--- src/hdl/rk4co_pkg.sv ---
`default_nettype none
// ----------------------------------------------------------------------------
// rk4co_pkg: shared types and helpers for the coupled oscillator integrator
// Payload structs, sequencer states, register and command codes, saturation.
// ----------------------------------------------------------------------------
package rk4co_pkg;

  localparam int unsigned FRAC_BITS_DEF = 16;
  localparam int unsigned DATA_W        = 32;
  localparam int unsigned CFG_W         = 31;
  localparam int unsigned ACC_W         = 35;
  localparam int unsigned LANES         = 4;
  localparam int unsigned DIVISOR       = 6;
  localparam int unsigned NIB_W         = 4;
  localparam int unsigned DIV_W         = 36;
  localparam int unsigned DIV_STEPS     = DIV_W / NIB_W;

  // command codes
  localparam logic CMD_LOAD = 1'b0;
  localparam logic CMD_STEP = 1'b1;

  // register indexes (byte address bit 2)
  localparam logic REG_TIME_STEP  = 1'b0;
  localparam logic REG_INV_LENGTH = 1'b1;

  typedef enum logic [2:0] {
    ST_IDLE,
    ST_DERIV,
    ST_ACC,
    ST_ADV,
    ST_DIV_GO,
    ST_DIV_WAIT,
    ST_UPD,
    ST_DONE
  } state_e;

  typedef struct packed {
    logic               command;
    logic signed [31:0] load_pos_one;
    logic signed [31:0] load_pos_two;
    logic signed [31:0] load_vel_one;
    logic signed [31:0] load_vel_two;
  } req_t;

  typedef struct packed {
    logic signed [31:0] pos_one;
    logic signed [31:0] pos_two;
    logic signed [31:0] vel_one;
    logic signed [31:0] vel_two;
    logic               saturated;
  } res_t;

  typedef struct packed {
    logic               hit;
    logic signed [31:0] val;
  } sat_t;

  typedef struct packed {
    logic               valid;
    logic [1:0]         tag;
    logic               hit;
    logic signed [31:0] val;
  } mul_res_t;

  // clamp a wide signed value to 32 bits, flag when clamped
  function automatic sat_t sat32(input logic signed [63:0] x);
    sat_t r;
    r.hit = 1'b0;
    r.val = x[31:0];
    if (x > 64'sd2147483647) begin
      r.hit = 1'b1;
      r.val = 32'sh7fffffff;
    end else if (x < -64'sd2147483648) begin
      r.hit = 1'b1;
      r.val = 32'sh80000000;
    end
    return r;
  endfunction

endpackage
`default_nettype wire

--- src/hdl/rk4co_mul.sv ---
`default_nettype none
// ----------------------------------------------------------------------------
// rk4co_mul: shared fixed point multiplier
// Registers the exact product of an unsigned step or gain with a signed value;
// the next cycle presents it floor-shifted and clamped, with its lane tag.
// ----------------------------------------------------------------------------
module rk4co_mul #(
  parameter int unsigned FRAC_BITS = rk4co_pkg::FRAC_BITS_DEF
) (
  input  wire logic                     clk_i,
  input  wire logic                     rst_ni,
  input  wire logic                     issue_i,
  input  wire logic [1:0]               tag_i,
  input  wire logic [30:0]              a_i,
  input  wire logic signed [31:0]       b_i,
  output rk4co_pkg::mul_res_t           res_o
);

  logic signed [63:0] prod_d, prod_q;
  logic signed [63:0] shifted;
  logic [1:0]         tag_q;
  logic               vld_q;
  rk4co_pkg::sat_t    clamp;

  assign prod_d = 64'($signed({1'b0, a_i})) * 64'(b_i);

  always_ff @(posedge clk_i or negedge rst_ni) begin
    if (!rst_ni) begin
      vld_q <= 1'b0;
    end else begin
      vld_q <= issue_i;
    end
  end

  always_ff @(posedge clk_i) begin
    if (issue_i) begin
      prod_q <= prod_d;
      tag_q  <= tag_i;
    end
  end

  // arithmetic shift rounds toward minus infinity
  assign shifted = prod_q >>> FRAC_BITS;
  assign clamp   = rk4co_pkg::sat32(shifted);

  assign res_o.valid = vld_q;
  assign res_o.tag   = tag_q;
  assign res_o.hit   = clamp.hit;
  assign res_o.val   = clamp.val;

endmodule
`default_nettype wire

--- config.mk ---
export PLATFORM = sky130hd
export DESIGN_NAME = rk4co_mul
export DESIGN_NICKNAME = d
export VERILOG_FILES = /design/src/hdl/rk4co_pkg.sv /design/src/hdl/rk4co_mul.sv
export SDC_FILE = /design/constraint.sdc
export NUM_CORES = 2
export LEC_CHECK = 0
export BUFFER_PORTS_ARGS = -buffer_cell sky130_fd_sc_hd__buf_4
export CORE_AREA = 3 3 245 247
export CTS_CLUSTER_SIZE = 10
export DETAILED_ROUTE_END_ITERATION = 10
export DIE_AREA = 0 0 248 250
export PLACE_DENSITY = 0.88
export SLEW_MARGIN = 20
export SYNTH_ARGS = -nofsm -noshare
export SYNTH_HDL_FRONTEND = slang
export SYNTH_SLANG_ARGS = --single-unit
--- constraint.sdc ---
create_clock -name clk_i -period 2 [get_ports clk_i]
set_input_delay 0.2 -clock clk_i [delete_from_list [all_inputs] [get_ports clk_i]]
set_output_delay 0.2 -clock clk_i [all_outputs]
set_load 0.1 [all_outputs]
Yosys cells after proc, flatten, opt, wreduce, memory -nomap -nowiden
Cells that the tools add are included.
Widths: inputs -> output; s select.
- register bits after elaboration: 67
- input bits: 68
- output and inout port bits: 36
- multiply operators: 1
- magnitude comparators: 2
- muxes and demuxes: 2
- operator list (cell ; count):
    $mux 33 ; 2
    $mul 32x32->64 ; 1
    $gt 48x32->1 const B ; 1
    $lt 48x32->1 const B ; 1

Longest topological paths before layout
- depth in word-level cells: 3
- depth in mapped cells: 29
- gate-level depth less buffers: 27

Least setup slack after synthesis
OpenSTA, ideal clock, no wires.
- path kind: input -> register
- start point: input port a_i[17]
- end point: register prod_q[60] (data pin)
- setup time: 259 ps
- data arrival time: 6642 ps
- data required time: 1741 ps
- setup slack: -4902 ps
- cell stages on the path: 25
- buffers on the path: 1
- cells stage by stage: clkbuf_1 nand2_1 fa_1 inv_1 fa_1 fa_1 inv_1 fa_1 inv_1 fa_1 inv_1 fa_1 fa_1 fa_1 inv_1 ha_1 nand4_1 or2_0 o41ai_2 a21oi_1 a31o_1 o41a_1 o21ai_2 a21oi_1 xnor2_1
- cells in the longest elaborated chain, start to end: 1
- RTL lines (element ; RTL line ; source):
    start, declared ; rk4co_mul.sv:14 ; input wire logic [30:0] a_i,
    $mul 32x32->64 ; rk4co_mul.sv:25 ; assign prod_d = 64'($signed({1'b0, a_i})) * 64'(b_i);
    net prod_d[60] ; rk4co_mul.sv:19 ; logic signed [63:0] prod_d, prod_q;
    end signal, assigned ; rk4co_mul.sv:37 ; prod_q <= prod_d;
    end, declared ; rk4co_mul.sv:19 ;
The timed path passes the listed nets, and every way through them passes these cells.
A chain may end at the register's enable or synchronous reset.

Worst setup path in the final report
- start point: input port a_i[21]
- end point: register prod_q[63] (data pin)
The elaborated chain is that of the path after synthesis.

==> out/results.txt <==
The flow ran to the end, but the final reports show violations. The final reports fail on negative setup slack. The via count of the first global-routing pass came out at 33825. At the worst endpoint, the required time is 2.05 ns. Buffer type at the clock tree root: sky130_fd_sc_hd__clkbuf_16.

Summed over all layers, the global routing overflow is 0. The run gives 55 as the post-synthesis cell type count. After detailed routing, the average wire length per cell comes to 24.29 µm.

Yosys printed 0 warnings. The tools report the starting utilization of the core area as 59.92%. The fraction of final layout cells sized beyond drive strength 1 came out at 23.50%. The clock tree buffer depth came out at 2. TritonCTS built the clock tree.

The share of synthesized registers carrying an async set or reset is 1.961%, and the top fanout value on the critical path is 18. Timing would allow up to 140.4 MHz. The HPWL after detailed placement is 82930 µm. Of the available clock period, the critical path in the final layout requires 356.1%. The area enclosed by the die boundary is 62000 µm², and the count of nets after finishing is 5346. The count of port buffers added during placement works out to 103. The vertical extent of the die works out to 250 µm. The worst setup path is of the input pin to flop kind. For this run, the leading register cell type out of synthesis is sky130_fd_sc_hd__edfxtp_1. The global-route wire length before repair was 173500 µm.

The cell with the most instances on the worst path was sky130_fd_sc_hd__fa_1. Worst hold path startpoint: tag_i[0]. Dividing the detail-routed via count by the number of cells gives 6.080.

Summing all multi-input logic gate instances after layout gives 31080 µm². Post-route minimum period: 7.122 ns. Startpoint type of the worst setup path: an input pin. The count of flip-flops with a built-in enable after synthesis came out at 50. Mean instance size in the synthesized netlist: 9.261 µm².

Counting every net in the synthesized netlist gives 4967. After detailed routing, the total wire length is 118900 µm. Summing every instance area after synthesis gives 34640 µm².

The final-report max-slew violation count was 0; the count of antenna-violating nets left after detailed routing was 0. Across every metal layer, demand over resource in global routing totals 36.22%. After floorplanning, the core was divided into 88 placement rows. Pin placement for this block handled 104 I/O pins. The area after detailed placement is 39610 µm².

Traced cell by cell, the critical path runs through buf_4 > nand2_1 > fa_1 > fa_1 > fa_2 > fa_1 > inv_1 > fa_1 > fa_1 > fa_2 > fa_2 > ha_4 > nand4_1 > o211ai_1 > a21o_1 > a21o_1 > o31ai_4 > o31ai_4 > nand3_2 > o41ai_2 > xnor2_1. Number of endpoints with negative hold slack in the final report: 0. The maximum number of pins on one net before global-route repair was 37.

From synthesis to final layout, the design area changed by 24.11%. The setup slack of the critical path after layout is -5.122 ns. Synthesis produced 3740 cells.

For the number of max-cap violations, the log shows 0. Number of antenna violations at the first check in global routing: 7. The run gives 42990 µm² as the design area.

Setup repair after global routing could not meet its margin everywhere. After detailed routing, the number of remaining DRC violations is 0. Together, buffers and inverters on the worst path number 2.

The clock input transition at the sequential cells of the worst setup and hold paths is 0.07 ns, and the total CTS buffers is 5. Fill cells in the final layout number 3298. The post-synthesis register bit count is 51. For this run, the slowest stage of the critical path takes 0.75 ns. Of the synthesized area, sequential elements account for 4.407%. Among all stages on the critical path, the largest delay is contributed by sky130_fd_sc_hd__fa_1.

Setup violations remaining at the end of the flow were counted as 80. The slew at the pin with the worst max-slew slack is 0.6958 ns. For the flip-flop and latch area, the log shows 1526 µm². The die boundary width was 248 µm. The most critical setup path has its startpoint at a_i[21].

In this run, the number of DRC markers left after iteration 0 of detailed routing was 2948. The clock tree synthesis step divided the H-tree into 2 levels. In this run the tightest slew margin relative to its limit is 53.26%. The worst hold path belongs to the class input pin to flop. In this design, the largest share of critical-path delay is due to adder cells.

The final weighted congestion of routability-driven global placement is 0.9448. The core footprint is 57810 µm², and the overall via count from detail_route is 29757. The number of sinks on the clock net came out at 51. The category of the worst setup path capture point is a flop. Data arrives at the worst endpoint at 7.17 ns. Before antenna repair, the detailed router went through 8 iterations.
## path summary, 6_finish.rpt
path	endpoint	slack [ns]	depth (start not counted)
min	tag_q[0]	0.07	1
max in group asynchronous	vld_q	1.72	2
min in group asynchronous	vld_q	0.21	2
max	prod_q[63]	-5.12	21
## Yosys cell counts, types with 4 or more instances
cell type	count	area, µm²
sky130_fd_sc_hd__a21o_1	39	292.8
sky130_fd_sc_hd__a21oi_1	76	380.4
sky130_fd_sc_hd__a31oi_1	8	50.05
sky130_fd_sc_hd__and2_1	604	3779
sky130_fd_sc_hd__and3_1	7	43.79
sky130_fd_sc_hd__buf_2	4	20.02
sky130_fd_sc_hd__clkbuf_1	211	792.0
sky130_fd_sc_hd__edfxtp_1	50	1501
sky130_fd_sc_hd__fa_1	866	17340
sky130_fd_sc_hd__ha_1	293	3666
sky130_fd_sc_hd__inv_1	848	3183
sky130_fd_sc_hd__nand2_1	462	1734
sky130_fd_sc_hd__nand2b_1	20	125.1
sky130_fd_sc_hd__nand3_1	8	40.04
sky130_fd_sc_hd__nand4_1	28	175.2
sky130_fd_sc_hd__nor2_1	32	120.1
sky130_fd_sc_hd__nor2b_1	19	118.9
sky130_fd_sc_hd__nor3_1	6	30.03
sky130_fd_sc_hd__nor4_1	4	25.02
sky130_fd_sc_hd__o211ai_1	7	52.55
sky130_fd_sc_hd__o21a_1	8	60.06
sky130_fd_sc_hd__o21ai_0	29	145.1
sky130_fd_sc_hd__o21ai_1	5	25.02
sky130_fd_sc_hd__o21bai_1	11	82.58
sky130_fd_sc_hd__o31ai_1	4	30.03
sky130_fd_sc_hd__xnor2_1	38	332.8
sky130_fd_sc_hd__xor2_1	15	131.4
## cell families after synthesis
kind of cell / count (synthesis) / synth area share [%]
AO/OA/AOI/OAI: 213 / 3.974
flip-flops: 51 / 4.407
adder cells (fa/ha/maj): 1159 / 60.64
buffers and inverters: 1065 / 11.57
AND/OR/NAND/NOR: 1199 / 18.07
XOR/XNOR: 53 / 1.340
## per-layer routing
metal	GRT usage (%)	part of all wire [%]
met2	60.86	48
met5	0	0.10
met1	38.80	30
met4	28.26	11
met3	9.079	11
## state kept, by name, summed over array words and instances (netlist names)
register	count
prod_q	48
tag_q	2
vld_q	1
## stage by stage
step                cells  TNS [ns]  util [%]  hold WS (ns)  setup WS (ns)
detailed placement   4796   -237.06     68.53      -0.02406         -5.229
floorplan            3740   -198.53         -      -0.09559         -4.574
CTS                  4857   -217.92     72.53       0.06456         -4.672
finish               4894   -236.71     74.36       0.07283         -5.122
global route         4887   -243.19     74.33       0.06199         -5.244
global placement     4796   -228.94     68.53      -0.02509         -5.043
## timing repair
action	in CTS	in global routing
endpoints found under the hold margin	1	0
setup buffers	46	28
endpoints found under the setup margin	80	80
hold buffers	1	0
resized for setup	364	179
gates cloned	9	7
pin swaps	106	101
## cell usage in the layout (no fill, tap or decap), types with 51 or more instances in the layout
cell,Yosys,final
sky130_fd_sc_hd__inv_1,848,817
sky130_fd_sc_hd__fa_1,866,797
sky130_fd_sc_hd__and2_1,604,552
sky130_fd_sc_hd__buf_4,1,422
sky130_fd_sc_hd__nand2_1,462,402
sky130_fd_sc_hd__ha_1,293,259
sky130_fd_sc_hd__buf_12,0,77
sky130_fd_sc_hd__fa_2,0,69
sky130_fd_sc_hd__buf_6,0,60
sky130_fd_sc_hd__and2_4,0,51
## cell type report
type | count | share of cell area, %
diodes | 9 | 0.05239
inverters | 848 | 7.405
multi-input cells | 2624 | 72.31
repair buffers | 589 | 14.12
flip-flops and latches | 51 | 3.551
well taps | 765 | 2.227
clock buffers | 5 | 0.2911
clock inverters | 3 | 0.04657
Power is left out: the tool's default activity adds up to more than one toggle a clock period on the data nets, which glitch-free logic cannot reach.
