===== config.mk =====
export PLATFORM = sky130hd
export DESIGN_NAME = rk4co_div6
export DESIGN_NICKNAME = d
export VERILOG_FILES = /design/src/hdl/rk4co_pkg.sv /design/src/hdl/rk4co_div6.sv
export SDC_FILE = /design/constraint.sdc
export NUM_CORES = 1
export LEC_CHECK = 0
export BUFFER_PORTS_ARGS = -buffer_cell sky130_fd_sc_hd__buf_2
export CORE_MARGIN = 3
export CORE_UTILIZATION = 49
export CTS_CLUSTER_DIAMETER = 50
export DETAILED_ROUTE_END_ITERATION = 8
export GPL_TIMING_DRIVEN = 0
export HOLD_SLACK_MARGIN = 0.08
export PLACE_DENSITY = 0.71
export SETUP_SLACK_MARGIN = 0.3
export SLEW_MARGIN = 40
export SYNTH_ARGS = -nofsm -noshare
export SYNTH_HDL_FRONTEND = slang
export SYNTH_SLANG_ARGS = --single-unit

===== constraint.sdc =====
create_clock -name clk_i -period 3.15 [get_ports clk_i]
set_input_delay 0.1575 -clock clk_i [delete_from_list [all_inputs] [get_ports clk_i]]
set_output_delay 0.1575 -clock clk_i [all_outputs]
set_load 0.01 [all_outputs]

===== src/hdl/rk4co_pkg.sv =====
`default_nettype none
// ----------------------------------------------------------------------------
// rk4co_pkg: shared types and helpers for the coupled oscillator integrator
// Payload structs, sequencer states, register and command codes, saturation.
// ----------------------------------------------------------------------------
package rk4co_pkg;

  localparam int unsigned FRAC_BITS_DEF = 16;
  localparam int unsigned DATA_W        = 32;
  localparam int unsigned CFG_W         = 31;
  localparam int unsigned ACC_W         = 35;
  localparam int unsigned LANES         = 4;
  localparam int unsigned DIVISOR       = 6;
  localparam int unsigned NIB_W         = 4;
  localparam int unsigned DIV_W         = 36;
  localparam int unsigned DIV_STEPS     = DIV_W / NIB_W;

  // command codes
  localparam logic CMD_LOAD = 1'b0;
  localparam logic CMD_STEP = 1'b1;

  // register indexes (byte address bit 2)
  localparam logic REG_TIME_STEP  = 1'b0;
  localparam logic REG_INV_LENGTH = 1'b1;

  typedef enum logic [2:0] {
    ST_IDLE,
    ST_DERIV,
    ST_ACC,
    ST_ADV,
    ST_DIV_GO,
    ST_DIV_WAIT,
    ST_UPD,
    ST_DONE
  } state_e;

  typedef struct packed {
    logic               command;
    logic signed [31:0] load_pos_one;
    logic signed [31:0] load_pos_two;
    logic signed [31:0] load_vel_one;
    logic signed [31:0] load_vel_two;
  } req_t;

  typedef struct packed {
    logic signed [31:0] pos_one;
    logic signed [31:0] pos_two;
    logic signed [31:0] vel_one;
    logic signed [31:0] vel_two;
    logic               saturated;
  } res_t;

  typedef struct packed {
    logic               hit;
    logic signed [31:0] val;
  } sat_t;

  typedef struct packed {
    logic               valid;
    logic [1:0]         tag;
    logic               hit;
    logic signed [31:0] val;
  } mul_res_t;

  // clamp a wide signed value to 32 bits, flag when clamped
  function automatic sat_t sat32(input logic signed [63:0] x);
    sat_t r;
    r.hit = 1'b0;
    r.val = x[31:0];
    if (x > 64'sd2147483647) begin
      r.hit = 1'b1;
      r.val = 32'sh7fffffff;
    end else if (x < -64'sd2147483648) begin
      r.hit = 1'b1;
      r.val = 32'sh80000000;
    end
    return r;
  endfunction

endpackage
`default_nettype wire


===== src/hdl/rk4co_div6.sv =====
`default_nettype none
// ----------------------------------------------------------------------------
// rk4co_div6: divide the weighted stage sum by six
// Radix-16 long division of the magnitude, one nibble a cycle, quotient
// truncated toward zero and clamped to 32 bits.
// ----------------------------------------------------------------------------
module rk4co_div6 (
  input  wire logic                          clk_i,
  input  wire logic                          rst_ni,
  input  wire logic                          start_i,
  input  wire logic signed [34:0]            w_i,
  output logic                               done_o,
  output rk4co_pkg::sat_t                    q_o
);

  localparam int unsigned CntW = $clog2(rk4co_pkg::DIV_STEPS);
  localparam int unsigned DivW = rk4co_pkg::DIV_W;

  logic signed [DivW-1:0] w_ext;
  logic [DivW-1:0]        mag_in;
  logic [DivW-1:0]        mag_d, mag_q;
  logic [DivW-1:0]        quo_d, quo_q;
  logic [2:0]             rem_d, rem_q;
  logic [CntW-1:0]        cnt_d, cnt_q;
  logic                   busy_d, busy_q;
  logic                   done_d, done_q;
  logic                   neg_d, neg_q;
  logic [6:0]             x;
  logic [3:0]             qd;
  logic signed [63:0]     q_signed;

  assign w_ext  = DivW'(w_i);
  assign mag_in = w_ext[DivW-1] ? DivW'(-w_ext) : w_ext;

  // one quotient digit from remainder and next nibble
  always_comb begin
    x  = {rem_q, mag_q[DivW-1 -: rk4co_pkg::NIB_W]};
    qd = '0;
    for (int j = 1; j < 16; j++) begin
      if (x >= 7'(j * rk4co_pkg::DIVISOR)) qd = 4'(j);
    end
  end

  always_comb begin
    mag_d  = mag_q;
    quo_d  = quo_q;
    rem_d  = rem_q;
    cnt_d  = cnt_q;
    busy_d = busy_q;
    neg_d  = neg_q;
    done_d = 1'b0;
    if (start_i) begin
      mag_d  = mag_in;
      quo_d  = '0;
      rem_d  = '0;
      cnt_d  = '0;
      busy_d = 1'b1;
      neg_d  = w_i[34];
    end else if (busy_q) begin
      mag_d = mag_q << rk4co_pkg::NIB_W;
      quo_d = {quo_q[DivW-1-rk4co_pkg::NIB_W:0], qd};
      rem_d = 3'(x - 7'(qd) * 7'(rk4co_pkg::DIVISOR));
      cnt_d = cnt_q + 1'b1;
      if (cnt_q == CntW'(rk4co_pkg::DIV_STEPS - 1)) begin
        busy_d = 1'b0;
        done_d = 1'b1;
      end
    end
  end

  always_ff @(posedge clk_i or negedge rst_ni) begin
    if (!rst_ni) begin
      busy_q <= 1'b0;
      done_q <= 1'b0;
      cnt_q  <= '0;
    end else begin
      busy_q <= busy_d;
      done_q <= done_d;
      cnt_q  <= cnt_d;
    end
  end

  always_ff @(posedge clk_i) begin
    mag_q <= mag_d;
    quo_q <= quo_d;
    rem_q <= rem_d;
    neg_q <= neg_d;
  end

  assign q_signed = neg_q ? -$signed(64'(quo_q)) : $signed(64'(quo_q));
  assign q_o      = rk4co_pkg::sat32(q_signed);
  assign done_o   = done_q;

endmodule
`default_nettype wire


---- Word level (Yosys, flattened, before mapping) ----
Index checks and enable logic that the tools add are counted.
cells by class
  add/sub/neg operators ................... 4
  $mul .................................... 1
  magnitude comparators ................... 17
  eq/ne operators ......................... 1
  muxes and demuxes ....................... 29
  reduce and logical (&&, ||, !) cells .... 1
operators with widths
  cell                                                              count
  two-way mux 36 bit                                                3
  two-way mux 33 bit                                                2
  greater-than comparator 64 x 32 -> 1 bit (second input constant)  1
  less-than comparator 64 x 32 -> 1 bit (second input constant)     1
  two-way mux 64 bit                                                1
  negation 36 -> 64 bit                                             1
  two-way mux 4 bit                                                 14
  negation 35 -> 36 bit                                             1
  >= comparator 7 x 6 -> 1 bit (second input constant)              5
  >= comparator 7 bit (second input constant)                       5
  >= comparator 7 x 5 -> 1 bit (second input constant)              3
  >= comparator 7 x 3 -> 1 bit (second input constant)              1
  >= comparator 7 x 4 -> 1 bit (second input constant)              1
  two-way mux 1 bit                                                 7
  adder 4 x 1 -> 4 bit (second input constant)                      1
  == test 4 bit (second input constant)                             1
  multiplier 4 x 2 -> 2 bit (second input constant)                 1
  two-way mux 2 bit                                                 2
  subtractor 3 bit                                                  1
  nonzero test 2 bit                                                1
word-level totals
  register bits after elaboration ......... 82
  output and inout port bits .............. 34
  logic and storage cells ................. 60

---- Depth between registers and ports, before layout ----
Gate-level depths: netlist of run 1.
  depth after elaboration ................. 18
  mapped depth ............................ 10
  depth with buffers taken out ............ 9

---- Worst setup path before layout of run 1 ----
Ideal clock, no wire load.
  path kind ............................... register to output
  from .................................... register quo_q[6]
  to ...................................... output port q_o[26] (netlist name)
  arrival ................................. 2.412 ns
  required time ........................... 2.992 ns
  slack ................................... 0.580 ns
  stages on the path, launching flop included .. 9
  path through ............................ dfxtp_1 -> or4_1 -> buf_2 -> or4_1 -> buf_2 -> o311a_1 -> a21oi_4 -> buf_6 -> o21ai_1
RTL lines
  what                      RTL line          source
  start: declaration        rk4co_div6.sv:22  logic [DivW-1:0] quo_d, quo_q;
  start signal: assignment  rk4co_div6.sv:85  quo_q <= quo_d;
  end: declaration          rk4co_div6.sv:13  output rk4co_pkg::sat_t q_o

==> impl_metrics.yaml, run 1 <==
cells_and_area:
  antenna_cells: 0
  nets: 714
  syn2layout_area_growth_pct: 27.33
  nFillCells: 814
  drive_gt1_share_pct: 25.89
  fin_area_mm2: 0.006406
sta:
  finalSetupViolCount: 18
  timing_hold_violations_final: 0
  max_freq_ghz: 0.3140
  maxSlewViolCount: 0
  finalCritPeriodShare_pct: 101.1
  skew_ns: 0.009388
  period_minus_slack_ns: 3.185
  rsz0062_at_grt: "yes"
  slew_headroom_pct: 47.52
  finalWorstSetupSlack_ns: -0.03507
  hold_slack_ns: 0.1468
  tightest_slew_ns: 0.7872
yosys:
  yosys_warnings: 0
  synthArstFlopShare_pct: 7.317
  yosys-top-cells-area: "edfxtp_1, dfxtp_1, xor2_1, mux2i_1, a21oi_1"
  synth_top_area_cell: "edfxtp_1"
  synth_edf_count: 37
  synth_nets: 607
  netlist_instances: 564
  syn_avg_cell_area_um2: 8.920
  ys_types: 50
  synthFlopType: "dfxtp_1"
  netlist.area_leader.share_pct: 22.08
  synth_seq_area_share_pct: 40.59
  synth-seq-cells: 82
  syn_area_mm2: 0.005031
die:
  dieHeight_um: 107.3
  dieArea_mm2: 0.01152
  pin_count: 72
  placeableCoreArea_mm2: 0.009864
  rows: 36
  initial_core_util_pct: 51.00
  die_w_um: 107.3
placed_design:
  dp_hpwl_um: 9111
  routabilityCongestion: 0.8954
  place_area_mm2: 0.005553
  io_buffers: 71
pwr:
  cellPowerDensity_mw_per_mm2: 662.1
  ir_drop_mv: 0.3975
  power.leakage_uw: 0.002830
routing:
  routed_wirelength_um: 13710
  first_pass_iters: 4
  drc: 0
  num_vias: 4655
  routedWlPerCell_um: 16.95
  drt_iter0_drc: 292
  postRouteAntennaNets: 0
  viasPerCell: 5.754
run:
  max-cap-violations: 0
worst_setup_path:
  worstSetupEndpointType: "output pin"
  criticalPathCategory: "reg -> out"
  critPathLaunchType: "flop"
  cp_data_arrival_time_ns: 3.03
  cp.required_ns: 2.99
  cp_max_fo: 7
  r2r_cells: 10
cts:
  clock_latency_ns: 0.36
  clock-root-buffer: "clkbuf_8"
  clock_path_buffers: 2
  cts_tree: "built"
  htree_levels: 3
  clock-sinks: 82
  clk_pin_slew_ns: 0.08
  numCtsBuffers: 9
global_routing:
  grt_pass1_wl_um: 22140
  grt_max_degree: 37
  grt_pass1_vias: 4562
  grt.overflow.total: 0
  track_usage_pct: 23.86
  antenna_found_initial: 0
outcome:
  violations: "negative setup slack"
  outcome: "finished, violations left"
min_path:
  min_path_type: "in -> reg"
  worstHoldPathCells: 3
timing repair:
action                                 in CTS  in global routing
endpoints found under the hold margin       8                  0
pin swaps                                   6                  5
setup buffers                              12                  4
hold buffers                                3                  0
setup endpoints to repair                  32                 32
gates cloned                                3                  3
gates resized for setup                    49                 46
per-layer routing:
layer	vias to the layer above	share of wire, %	track usage (%)
li1	2243	-	-
met1	2209	43	30.48
met2	176	50	40.08
met3	27	5.9	5.159
met4	0	1.8	8.206
met5	-	0	0
cells by family (layout without fill, tap and decap cells):
kind of cell	Yosys count	count (layout)	synth area share [%]
AO/OA/AOI/OAI	141	141	17.38
XOR/XNOR	69	69	12.01
adder cells (fa/ha/maj)	6	6	1.442
buffers and inverters	51	163	4.352
flip-flops	82	82	40.59
multiplexers	37	37	7.361
AND/OR/NAND/NOR	178	178	16.86
cell usage after synthesis (7+ instances only):
library cell  number
xor2_1            64
nor2_1            87
or3_1              8
o41ai_1           10
nor3_1             7
clkbuf_1          27
mux2i_1           37
dfxtp_1           39
or4_1             13
o31ai_1           17
inv_1             11
a21oi_1           66
edfxtp_1          37
nand3_1            9
o21ai_0           25
nand2_1           26
state kept, by name, summed over array words and instances, names as in the netlist:
signal,cells
mag_q,36
quo_q,36
cnt_q,4
rem_q,3
busy_q,1
done_o,1
neg_q,1
cell usage in the layout, fill, tap and decap left out, types with 6 or more instances in the layout:
cell type,netlist,final
a21oi_1,66,38
a21oi_2,0,27
buf_1,6,6
buf_2,4,70
buf_4,0,10
buf_6,3,7
buf_8,0,6
clkbuf_1,27,28
clkbuf_8,0,13
dfrtp_1,6,6
dfxtp_1,39,32
edfxtp_1,37,37
inv_1,11,10
mux2i_1,37,37
nand2_1,26,26
nand3_1,9,8
nor2_1,87,86
nor3_1,7,7
o21ai_0,25,25
o31ai_1,17,17
o41ai_1,10,10
or3_1,8,8
or4_1,13,8
xor2_1,64,63
worst paths after layout:
path	startpoint	to	slack [ns]
worst max register to register	mag_q[34]	rem_q[2]	0.85
worst max-delay path	quo_q[6]	q_o[21]	-0.04
worst min register to register	quo_q[33]	quo_q[33]	0.51
worst min-delay path	w_i[0]	mag_q[0]	0.15
max in group asynchronous	rst_ni	busy_q	2.86
min in group asynchronous	rst_ni	cnt_q[2]	0.16
layout make-up:
class / instances / area (um2) / share of cell area, %
tap: 133 / 166.4 / 2.598
clock buffer: 15 / 198.9 / 3.105
multi-input combinational: 431 / 3019 / 47.13
sequential: 82 / 2058 / 32.13
clock inverter: 1 / 5.005 / 0.07813
timing repair buffer: 96 / 670.6 / 10.47
buffer: 40 / 246.5 / 3.848
inverter: 11 / 41.29 / 0.6445
worst max-delay path, cell delays in order (launching register included):
cell       delay [ns]
dfxtp_4          0.35
or4_4            0.53
buf_6            0.14
or4_4            0.47
buf_6            0.14
o311a_4          0.31
a21oi_4          0.21
buf_12           0.17
clkbuf_16        0.15
a21oi_2          0.05
buf_2            0.14
stage by stage:
stage	instances	power (uW)	setup TNS [ns]	utilization, %	setup slack, ns
2_1_floorplan	564	2347	0	-	0.5801
3_3_place_gp	768	2795	0	56.29	0.1877
3_5_place_dp	768	2823	0	56.29	0.1454
4_1_cts	802	3940	0	62.13	0.01446
5_1_grt	809	4480	-1.972	64.94	-0.09470
6_report	809	4241	-0.3776	64.94	-0.03507
power by group:
part,leakage [uW],internal (uW),switching (uW)
Sequential,0.000783,1230,91.7
Combinational,0.00194,1030,1110
Clock,0.000104,404,373
Note: power is estimated with default switching activity, not from simulation.
==> run 2, diff against run 1 <==
Settings changed: CAP_MARGIN set to 20, GPL_TIMING_DRIVEN 0 to unset, HOLD_SLACK_MARGIN 0.08 to 0.03.
==> run 2 against run 1 <==
The run now ends clean. Cell area down 3.9%. Sequential share of layout area up 1.4 points. Combinational power down 13%. Clock power down 4.1%. Die area unchanged. Critical path depth down 2. Hold slack better by 0.010 ns. Largest cell class unchanged. Largest power group unchanged.
==> impl_metrics.yaml, run 2 (synthesis gave the netlist of run 1 again) <==
cts:
  clock-root-buffer: "clkbuf_8"
  clock-sinks: 82
  numCtsBuffers: 9
  clk_pin_slew_ns: 0.09
  clock_path_buffers: 2
  cts_tree: "built"
  htree_levels: 3
  clock_latency_ns: 0.35
placed_design:
  routabilityCongestion: 0.9913
  post-place-ws_ns: 0.2480
  io_buffers: 71
  dp_hpwl_um: 7993
die:
  die_w_um: 107.3
  rows: 36
  dieArea_mm2: 0.01152
  placeableCoreArea_mm2: 0.009864
  pin_count: 72
  initial_core_util_pct: 51.00
  dieHeight_um: 107.3
sta:
  maxSlewViolCount: 0
  tns_ns: 0
  finalSetupViolCount: 0
  rsz0062_at_grt: "yes"
  timing_hold_violations_final: 0
  finalCritPeriodShare_pct: 96.89
  skew_ns: 0.01094
  max_freq_ghz: 0.3276
  slew_headroom_pct: 51.11
  period_minus_slack_ns: 3.052
  finalWorstSetupSlack_ns: 0.09794
  tightest_slew_ns: 0.7333
global_routing:
  antenna_found_initial: 0
  grt.overflow.total: 0
  grt_pass1_vias: 4061
  grt_max_degree: 79
  grt_pass1_wl_um: 19850
  track_usage_pct: 21.18
worst_setup_path:
  criticalPathCategory: "reg -> out"
  worstSetupEndpointType: "output pin"
  cp_common_cell: "or4_4"
  slowest_delay_ns: 0.57
  critPathSlowestCell: "or4_4"
  crit_buf_inv: 3
  critPathLaunchType: "flop"
  crit_family: "simple AND/OR/NAND/NOR gates"
  cp.required_ns: 2.99
  cp_data_arrival_time_ns: 2.89
  cp_max_fo: 7
  crit_chain: "or4_4 > or4_4 > o311a_4 > a21oi_4 > buf_6 > clkbuf_16 > a21oi_1 > buf_2"
cells_and_area:
  top_regs: "mag_q (36), quo_q (36), cnt_q (4)"
  syn2layout_area_growth_pct: 22.31
  final_cell_mix: "nor2_1, buf_2, xor2_1"
  mostFrequentLayoutCell: "nor2_1"
  post-route-util_pct: 62.38
  nFillCells: 824
  nets: 684
  antenna_cells: 0
  drive_gt1_share_pct: 26.32
min_path:
  min_path_type: "in -> async"
routing:
  num_vias: 4499
  drc: 0
  first_pass_iters: 5
  routedWlPerCell_um: 16.02
  drt_iter0_drc: 321
  routed_wirelength_um: 12480
  postRouteAntennaNets: 0
  viasPerCell: 5.775
pwr:
  ir_drop_mv: 0.3697
  cellPowerDensity_mw_per_mm2: 643.6
  power.leakage_uw: 0.002763
outcome:
  outcome: "complete, no violations"
run:
  max-cap-violations: 0
run 2: cell count changes in the layout (fill, tap and decap cells not counted), moves of 3 or more:
cell | previous run | this run
a21oi_2 | 27 | 19
buf_6 | 7 | 4
a21oi_1 | 38 | 47
clkbuf_1 | 28 | 2
buf_8 | 6 | 0
buf_4 | 10 | 25
buf_1 | 6 | 0
run 2: area by class of cell:
type                    instances  area, um2  area share [%]
flip-flops and latches         82       2063           33.53
multi-input cells             431       2950           47.95
repair buffers                106      738.2           12.00
well taps                     133      166.4           2.704
clock buffers                  14      183.9           2.989
clock inverters                 2      10.01          0.1627
inverters                      11      41.29          0.6710
run 2: per-stage QoR:
step                      power [uW]  cells  hold slack, ns  instance area [um2]
final                           3961    779          0.1572                 6153
after global routing            4195    779          0.1797                 6153
after CTS                       3721    770          0.1327                 5922
after detailed placement        2792    740        -0.01305                 5502
after global placement          2767    739        -0.01406                 5474
after floorplan                 2347    564         -0.1381                 5031
run 2: timing repair:
action | CTS | global route
buffers inserted | 10 | 7
gates resized for setup | 27 | 31
cloned | 3 | 2
endpoints found under the hold margin | 6 | 0
pin swaps | 8 | 9
hold buffers | 1 | 0
endpoints found under the setup margin | 32 | 32
run 2: where the power goes:
part           total (uW)  internal [uW]  switching [uW]
Clock                 745            376             369
Combinational        1870            881             989
Sequential           1350           1230             118
Total                3960           2490            1480
run 2: metal layers:
| layer | GRT usage, % | up-vias | wire length, um |
|---|---|---|---|
| met4 | 6.853 | 0 | 283 |
| met3 | 3.719 | 28 | 701 |
| li1 | - | 2192 | - |
| met5 | 0 | - | 0 |
| met2 | 35.39 | 169 | 6026 |
| met1 | 27.95 | 2110 | 5471 |
run 2: worst paths after layout:
kind	from	depth (start not counted)	end	slack [ns]
max in group asynchronous	rst_ni	2	busy_q	2.84
worst max-delay path	quo_q[7]	8	q_o[20]	0.1
worst min register to register	mag_q[32]	2	rem_q[0]	0.48
worst max register to register	mag_q[35]	9	rem_q[2]	0.89
worst min-delay path	rst_ni	2	cnt_q[2]	0.16
min in group clk_i	w_i[0]	3	mag_q[0]	0.16
